==> src/iisp_pkg.sv <==
package iisp_pkg;

  // Widths of the position counter and the region offset.
  localparam int unsigned PosW = 23;
  localparam int unsigned OfsW = 22;
  localparam int unsigned RamW = 14;

  // Image layout constants.
  localparam logic [PosW-1:0] HdrLen     = 23'd16;
  localparam logic [PosW-1:0] TrainerLen = 23'd512;
  localparam logic [PosW-1:0] PosMax     = {PosW{1'b1}};
  localparam logic [RamW-1:0] RamSize    = 14'h2000;

  // Header byte positions that are latched.
  localparam logic [PosW-1:0] PosPrgBanks = 23'd4;
  localparam logic [PosW-1:0] PosChrBanks = 23'd5;
  localparam logic [PosW-1:0] PosFlags6   = 23'd6;
  localparam logic [PosW-1:0] PosMagicEnd = 23'd4;

  // Bit positions inside flags byte six.
  localparam int unsigned FlagVertical   = 0;
  localparam int unsigned FlagBattery    = 1;
  localparam int unsigned FlagTrainer    = 2;
  localparam int unsigned FlagFourScreen = 3;

  localparam logic [3:0] MapperMmc1 = 4'd1;

  // Magic bytes: "NES" followed by 0x1A.
  localparam logic [7:0] Magic [4] = '{8'h4E, 8'h45, 8'h53, 8'h1A};

  typedef enum logic [2:0] {
    REGION_HEADER    = 3'd0,
    REGION_TRAINER   = 3'd1,
    REGION_PROGRAM   = 3'd2,
    REGION_CHARACTER = 3'd3,
    REGION_EXCESS    = 3'd4
  } region_e;

  typedef enum logic [2:0] {
    VERDICT_OK        = 3'd0,
    VERDICT_SHORT     = 3'd1,
    VERDICT_BAD_MAGIC = 3'd2,
    VERDICT_EMPTY_PRG = 3'd3,
    VERDICT_TRUNCATED = 3'd4,
    VERDICT_TRAILING  = 3'd5
  } verdict_e;

  typedef enum logic [1:0] {
    MIRROR_HORIZONTAL  = 2'd0,
    MIRROR_VERTICAL    = 2'd1,
    MIRROR_FOUR_SCREEN = 2'd2
  } mirror_e;

  typedef struct packed {
    logic [7:0] data_byte;
    logic       last_byte;
  } in_item_t;

  typedef struct packed {
    logic [2:0]      region;
    logic [OfsW-1:0] region_offset;
    logic [7:0]      byte_out;
    logic            done_res;
    logic [2:0]      verdict;
    logic [3:0]      mapper_number;
    logic [1:0]      mirroring;
    logic [RamW-1:0] prg_ram_bytes;
    logic [RamW-1:0] battery_ram_bytes;
    logic [RamW-1:0] chr_ram_bytes;
    logic [7:0]      prg_banks;
    logic [7:0]      chr_banks;
  } out_item_t;

endpackage

==> src/iisp_tracker.sv <==
module iisp_tracker
  import iisp_pkg::*;
(
  input  logic      clk_i,
  input  logic      rst_ni,
  input  logic      step_i,
  input  in_item_t  item_i,
  output out_item_t result_o
);

  logic [PosW-1:0] pos_q, pos_d;
  logic            magic_ok_q, magic_ok_d;
  logic [7:0]      prg_q, prg_d;
  logic [7:0]      chr_q, chr_d;
  logic [7:0]      flags_q, flags_d;

  // Region boundaries, rebuilt every cycle from the latched header fields.
  logic [PosW-1:0] base_q, base_d;
  logic [PosW-1:0] prg_end_q, prg_end_d;
  logic [PosW-1:0] chr_end_q, chr_end_d;

  logic [PosW-1:0] ofs_base;
  logic [PosW-1:0] ofs_full;
  logic [PosW:0]   len;
  region_e         region;
  verdict_e        verdict;
  mirror_e         mirror;
  logic [3:0]      mapper;

  // Boundaries trail the header fields through base_q, prg_end_q and chr_end_q
  // in turn; the header is long done by the time any byte beyond it is classified.
  always_comb begin
    base_d    = flags_q[FlagTrainer] ? (HdrLen + TrainerLen) : HdrLen;
    prg_end_d = base_q + {1'b0, prg_q, 14'b0};
    chr_end_d = prg_end_q + {2'b0, chr_q, 13'b0};
  end

  // Header field latching and position count.
  always_comb begin
    pos_d      = pos_q;
    magic_ok_d = magic_ok_q;
    prg_d      = prg_q;
    chr_d      = chr_q;
    flags_d    = flags_q;
    if (pos_q < PosMagicEnd) begin
      if (item_i.data_byte != Magic[pos_q[1:0]]) begin
        magic_ok_d = 1'b0;
      end
    end
    if (pos_q == PosPrgBanks) begin
      prg_d = item_i.data_byte;
    end
    if (pos_q == PosChrBanks) begin
      chr_d = item_i.data_byte;
    end
    if (pos_q == PosFlags6) begin
      flags_d = item_i.data_byte;
    end
    if (pos_q != PosMax) begin
      pos_d = pos_q + 1'b1;
    end
  end

  // Region of the current byte and the start of that region.
  always_comb begin
    if (pos_q < HdrLen) begin
      region   = REGION_HEADER;
      ofs_base = '0;
    end else if (pos_q < base_q) begin
      region   = REGION_TRAINER;
      ofs_base = HdrLen;
    end else if (pos_q < prg_end_q) begin
      region   = REGION_PROGRAM;
      ofs_base = base_q;
    end else if (pos_q < chr_end_q) begin
      region   = REGION_CHARACTER;
      ofs_base = prg_end_q;
    end else begin
      region   = REGION_EXCESS;
      ofs_base = chr_end_q;
    end
    ofs_full = pos_q - ofs_base;
  end

  // Verdict on the last byte, in priority order.
  always_comb begin
    len = {1'b0, pos_q} + 1'b1;
    if (len < {1'b0, HdrLen}) begin
      verdict = VERDICT_SHORT;
    end else if (!magic_ok_d) begin
      verdict = VERDICT_BAD_MAGIC;
    end else if ({1'b0, prg_end_q} > len) begin
      verdict = VERDICT_TRUNCATED;
    end else if (prg_d == 8'd0) begin
      verdict = VERDICT_EMPTY_PRG;
    end else if ({1'b0, chr_end_q} > len) begin
      verdict = VERDICT_TRUNCATED;
    end else if ({1'b0, chr_end_q} != len) begin
      verdict = VERDICT_TRAILING;
    end else begin
      verdict = VERDICT_OK;
    end

    if (flags_d[FlagFourScreen]) begin
      mirror = MIRROR_FOUR_SCREEN;
    end else if (flags_d[FlagVertical]) begin
      mirror = MIRROR_VERTICAL;
    end else begin
      mirror = MIRROR_HORIZONTAL;
    end
    mapper = flags_d[7:4];
  end

  // Result item assembly; the descriptor is zero except on the last byte.
  always_comb begin
    result_o               = '0;
    result_o.region        = region;
    result_o.region_offset = ofs_full[PosW-1] ? {OfsW{1'b1}} : ofs_full[OfsW-1:0];
    result_o.byte_out      = item_i.data_byte;
    if (item_i.last_byte) begin
      result_o.done_res      = 1'b1;
      result_o.verdict       = verdict;
      result_o.mapper_number = mapper;
      result_o.mirroring     = mirror;
      if (mapper == MapperMmc1) begin
        result_o.prg_ram_bytes     = flags_d[FlagBattery] ? '0 : RamSize;
        result_o.battery_ram_bytes = flags_d[FlagBattery] ? RamSize : '0;
      end
      result_o.chr_ram_bytes = (chr_d == 8'd0) ? RamSize : '0;
      result_o.prg_banks     = prg_d;
      result_o.chr_banks     = chr_d;
    end
  end

  // Parser state; the last byte returns it to reset for the next image.
  always_ff @(posedge clk_i or negedge rst_ni) begin
    if (!rst_ni) begin
      pos_q      <= '0;
      magic_ok_q <= 1'b1;
      prg_q      <= '0;
      chr_q      <= '0;
      flags_q    <= '0;
    end else if (step_i) begin
      if (item_i.last_byte) begin
        pos_q      <= '0;
        magic_ok_q <= 1'b1;
        prg_q      <= '0;
        chr_q      <= '0;
        flags_q    <= '0;
      end else begin
        pos_q      <= pos_d;
        magic_ok_q <= magic_ok_d;
        prg_q      <= prg_d;
        chr_q      <= chr_d;
        flags_q    <= flags_d;
      end
    end
  end

  always_ff @(posedge clk_i or negedge rst_ni) begin
    if (!rst_ni) begin
      base_q    <= HdrLen;
      prg_end_q <= HdrLen;
      chr_end_q <= HdrLen;
    end else begin
      base_q    <= base_d;
      prg_end_q <= prg_end_d;
      chr_end_q <= chr_end_d;
    end
  end

endmodule

==> src/ines_image_stream_parser.sv <==
// Streaming parser for cartridge images in the iNES layout.
//
// Input channel: one image byte per item, with last_byte set on the final
// byte of the file. Output channel: one result item per input item, giving
// the byte's region and offset within it and the byte itself; the item for
// the last byte also carries the verdict and the cartridge descriptor.
//
// The input register feeds the parser logic, which loads the output
// register with the result. Throughput is one item per cycle while the
// receiver does not stall, set by the position counter and region compare.
//
// Reset clears the valid bits of both pipeline registers and returns the
// parser to the start of an image; the parser also restarts by itself after
// each last byte. When the receiver stalls, the result holds in the output
// register; an empty input register takes one more item before in_ready_o drops.
module ines_image_stream_parser
  import iisp_pkg::*;
(
  input  logic      clk_i,
  input  logic      rst_ni,
  input  logic      in_valid_i,
  output logic      in_ready_o,
  input  in_item_t  in_item_i,
  output logic      out_valid_o,
  input  logic      out_ready_i,
  output out_item_t out_item_o
);

  logic      in_valid_q;
  in_item_t  in_item_q;
  logic      out_valid_q;
  out_item_t out_item_q;
  out_item_t result;
  logic      out_free;
  logic      step;

  // Pipeline flow control.
  assign out_free   = !out_valid_q || out_ready_i;
  assign step       = in_valid_q && out_free;
  assign in_ready_o = !in_valid_q || out_free;

  iisp_tracker u_tracker (
    .clk_i   (clk_i),
    .rst_ni  (rst_ni),
    .step_i  (step),
    .item_i  (in_item_q),
    .result_o(result)
  );

  // Input register.
  always_ff @(posedge clk_i or negedge rst_ni) begin
    if (!rst_ni) begin
      in_valid_q <= 1'b0;
    end else if (in_ready_o) begin
      in_valid_q <= in_valid_i;
    end
  end

  always_ff @(posedge clk_i) begin
    if (in_ready_o && in_valid_i) begin
      in_item_q <= in_item_i;
    end
  end

  // Output register.
  always_ff @(posedge clk_i or negedge rst_ni) begin
    if (!rst_ni) begin
      out_valid_q <= 1'b0;
    end else if (out_free) begin
      out_valid_q <= in_valid_q;
    end
  end

  always_ff @(posedge clk_i) begin
    if (step) begin
      out_item_q <= result;
    end
  end

  assign out_valid_o = out_valid_q;
  assign out_item_o  = out_item_q;

endmodule

==> config.mk <==
export PLATFORM = sky130hd
export DESIGN_NAME = ines_image_stream_parser
export DESIGN_NICKNAME = d
export VERILOG_FILES = /design/src/iisp_pkg.sv /design/src/iisp_tracker.sv /design/src/ines_image_stream_parser.sv
export SDC_FILE = /design/constraint.sdc
export NUM_CORES = 1
export LEC_CHECK = 0
export BUFFER_PORTS_ARGS = -buffer_cell sky130_fd_sc_hd__buf_2
export CELL_PAD_IN_SITES_DETAIL_PLACEMENT = 1
export CELL_PAD_IN_SITES_GLOBAL_PLACEMENT = 1
export CORE_UTILIZATION = 39
export CTS_BUF_LIST = sky130_fd_sc_hd__clkbuf_8
export CTS_CLUSTER_DIAMETER = 200
export DETAILED_ROUTE_END_ITERATION = 6
export GPL_TIMING_DRIVEN = 0
export PLACE_DENSITY_LB_ADDON = 0.1
export SYNTH_ARGS = -nofsm -noshare
export SYNTH_HDL_FRONTEND = slang
export SYNTH_SLANG_ARGS = --single-unit
export TNS_END_PERCENT = 30
==> constraint.sdc <==
create_clock -name clk_i -period 4.04 [get_ports clk_i]
set_input_delay 0.606 -clock clk_i [delete_from_list [all_inputs] [get_ports clk_i]]
set_output_delay 0.606 -clock clk_i [all_outputs]
set_load 0.03 [all_outputs]
==> key figures <==
Route
  • Vias/cell: 5.34
  • Routed wire length: 26000 um
  • Initial DRC Count: 405
  • Via Count: 7203
  • Pre-antenna DRT Iters: 5
  • DRC: 0
  • Final ANT Viol Nets: 0
  • WL/cell: 19.3 um

Clocking
  • CTS Buf Count: 17
  • Root Driver: clkbuf_8
  • # clock sinks: 142
  • # H-tree levels: 4
  • Max Buffers Root-to-Sink: 2
  • Clock-pin slew on the worst setup and hold paths: 100 ps
  • TritonCTS clock tree: built
  • Worst skew pair latency: 470 ps

Finish
  • Antenna cell count: 0
  • Multi-input logic area: 0.00447 mm2
  • Fin util: 0.483
  • Share of layout cells above drive strength 1: 0.245
  • Storage cell area: 0.00392 mm2
  • Fillers: 2522
  • Final #Nets: 1137
  • Post-route cell area: 0.0105 mm2
  • Synth-to-Final Area Change: 21.9%

Synthesis
  • Seq/Total Area, Yosys: 0.453
  • Synth Flop Type: edfxtp_1
  • Synth warn: 0
  • Area leader, netlist: edfxtp_1
  • Ys async rst share: 0.500
  • Synth cell types: 66
  • Post-synth top area share: 0.247
  • Gate Count Post-Synth: 891
  • Seq cells post-synth: 142
  • Netlist Area Pre-Place: 0.00862 mm2
  • Avg Cell Area, Syn: 9.68 um2
  • EDFF count, synth: 71
  • Synth top area cells: edfxtp_1 25%, dfrtp_1 20%, ha_1 9.6%

Worst setup path
  • Reg2Reg Depth: 20
  • Critical Path End Type: flip-flop
  • CP Max Fanout: 6
  • Worst r2r src: u_tracker.chr_end_q[19]
  • Worst EP required: 4250 ps
  • Reg2reg setup slack: 60 ps
  • CP arrival: 4190 ps
  • End of the worst register-to-register path: out_item_o[88]
  • Crit start category: flip-flop
  • WS Path Type: flip-flop to flip-flop

Placed design
  • Placement Cell Area: 0.00956 mm2
  • Pre-CTS setup slack: -825 ps
  • GP Congestion: 0.856
  • I/O Buffers: 76
  • Hpwl dp: 18900 um

STA
  • Final setup fails: 0
  • Clock period minus worst slack: 3980 ps
  • Final WS setup: 58.8 ps
  • Max Clock Freq: 251 MHz
  • RSZ-0062 raised after global routing: yes
  • Fin. Hold Viols: 0
  • Final setup TNS: 0 ps
  • Rel. slew slack: 0.453
  • Layout Skew: 18.0 ps
  • Crit share post-route: 0.985
  • Final Max Slew Viols: 0
  • Worst-margin pin slew: 810 ps
  • Fin Hold WS: 66.8 ps

Run
  • Max Cap Viol: 0

Global routing
  • Maximum number of pins on one net before global-route repair: 49
  • First-pass GRT wire length: 39900 um
  • Grt total ovfl: 0
  • Initial antenna violation count: 0
  • GRT Total Usage: 0.234
  • Vias in the first global route: 7169

Floorplan
  • Starting density of the core: 0.396
  • Die Y: 151 um
  • Die width: 151 um
  • Row count: 54
  • Ports: 116
  • Core Box Area: 0.0218 mm2
  • Die area: 0.0227 mm2

Worst hold path
  • HP Class: input port to asynchronous set/reset pin

Status
  • Status: finished, final reports clean

Pwr
  • Worst vdd ir: 0.268 mV
  • Pleak: 0.00476 uW
  • Cell Pwr Density: 337 mW/mm2
-- worst max path at each step --
stage                                        from            endpoint  slack (ps)  cells after the start
after floorplan                       out_ready_i  u_tracker.chr_q[2]         290                      6
after global placement                out_ready_i  u_tracker.prg_q[0]       -1630                      7
after detailed placement      u_tracker.pos_q[20]      out_item_o[85]        -820                     18
after CTS                 u_tracker.chr_end_q[14]      out_item_o[97]           3                     17
after global routing      u_tracker.chr_end_q[19]      out_item_o[88]        -150                     20
final                     u_tracker.chr_end_q[19]      out_item_o[88]          60                     20
-- per-stage QoR --
step	instances	total power [uW]
6_report	1350	3540
5_1_grt	1350	3700
4_1_cts	1338	3560
3_5_place_dp	1287	2390
3_3_place_gp	1285	2370
2_1_floorplan	929	2180
-- state kept, by name, summed over array words and instances (netlist names) --
register / flops
u_tracker.chr_end_q: 11
u_tracker.magic_ok_q: 1
u_tracker.base_q: 1
in_valid_q: 1
in_item_q: 9
u_tracker.prg_end_q: 9
out_valid_o: 1
u_tracker.prg_q: 8
u_tracker.flags_q: 8
out_item_o: 62
u_tracker.chr_q: 8
u_tracker.pos_q: 23
-- layout by cell type, fill, tap and decap left out, types with 5 or more instances in the layout --
master | netlist | layout
nor2_1 | 37 | 37
o21ai_1 | 4 | 8
and3_1 | 7 | 6
o211ai_1 | 5 | 5
clkbuf_1 | 24 | 18
ha_1 | 66 | 57
nand2_1 | 137 | 134
ha_4 | 0 | 8
buf_2 | 11 | 84
buf_6 | 3 | 6
nand3_1 | 33 | 32
nand4_1 | 17 | 17
or3_1 | 7 | 7
buf_4 | 40 | 69
inv_1 | 40 | 35
xor2_1 | 14 | 12
nor4_1 | 15 | 13
nand2b_1 | 22 | 22
a21boi_0 | 22 | 22
nor3_1 | 13 | 12
and2_1 | 5 | 5
clkbuf_8 | 0 | 18
nor2b_1 | 7 | 7
a21oi_1 | 30 | 26
dfrtp_1 | 70 | 63
xnor2_1 | 17 | 16
a21o_1 | 18 | 18
conb_1 | 1 | 39
inv_6 | 0 | 6
o21ai_0 | 68 | 63
o31ai_1 | 14 | 13
inv_2 | 0 | 5
dfrtp_2 | 0 | 7
edfxtp_1 | 71 | 71
-- metal layers --
| layer | wire (um) | up-vias | GRT usage |
|---|---|---|---|
| met5 | 0 | - | 0 |
| met4 | 471 | 0 | 0.0650 |
| met3 | 762 | 31 | 0.0409 |
| met2 | 12900 | 134 | 0.394 |
| met1 | 11800 | 3591 | 0.307 |
| li1 | - | 3447 | - |
-- cell usage after synthesis (all sizes together), types with 19 or more instances --
library cell  number
edfxtp            71
dfrtp             70
a21boi            23
clkbuf            24
nand2b            22
nor2              37
ha                66
nand2            137
nand3             33
nand4             19
buf               54
a21oi             31
inv               40
o21ai             72
-- timing repair --
action,CTS,global route
hold buffers,0,0
resized for setup,32,44
pin swaps,8,22
setup buffers,18,12
endpoints found under the setup margin,25,25
cloned,1,0
-- cell families (layout without fill, tap and decap cells) --
| group | count (synthesis) | count (layout) | share of synthesized area |
|---|---|---|---|
| AND/OR/NAND/NOR | 321 | 321 | 0.184 |
| AO/OA/AOI/OAI | 204 | 204 | 0.151 |
| flip-flops | 142 | 142 | 0.453 |
| buffers and inverters | 118 | 259 | 0.0730 |
| adder cells (fa/ha/maj) | 67 | 67 | 0.0981 |
| XOR/XNOR | 31 | 31 | 0.0315 |
| multiplexers | 7 | 7 | 0.00871 |
| other | 1 | 39 | 0.000435 |
-- final cells by class --
cell class,instances,share of cell area
clock inverter,15,0.0143
buffer,78,0.0505
multi-input combinational,669,0.425
clock buffer,17,0.0223
timing repair buffer,109,0.0673
inverter,40,0.0143
tap,280,0.0333
sequential,142,0.373
-- power breakdown --
group	switching, uW	internal (uW)
Combinational	451	219
Clock	657	508
Sequential	80.2	1630
Total	1190	2350
-- critical path: stages (launching register included) --
cell,delay [ps]
dfrtp_1,430
inv_1,70
ha_1,270
nand4_1,170
nor2_1,170
o21ai_1,120
o221ai_2,280
clkbuf_8,220
nand2_1,60
o21ai_1,90
nand3_1,140
ha_4,270
a21oi_1,240
o22ai_1,140
nor2_1,140
nand3_1,110
a41oi_2,310
xnor2_4,160
buf_12,150
buf_8,120
nand3_1,70
Power figures use the tool's default switching activity.
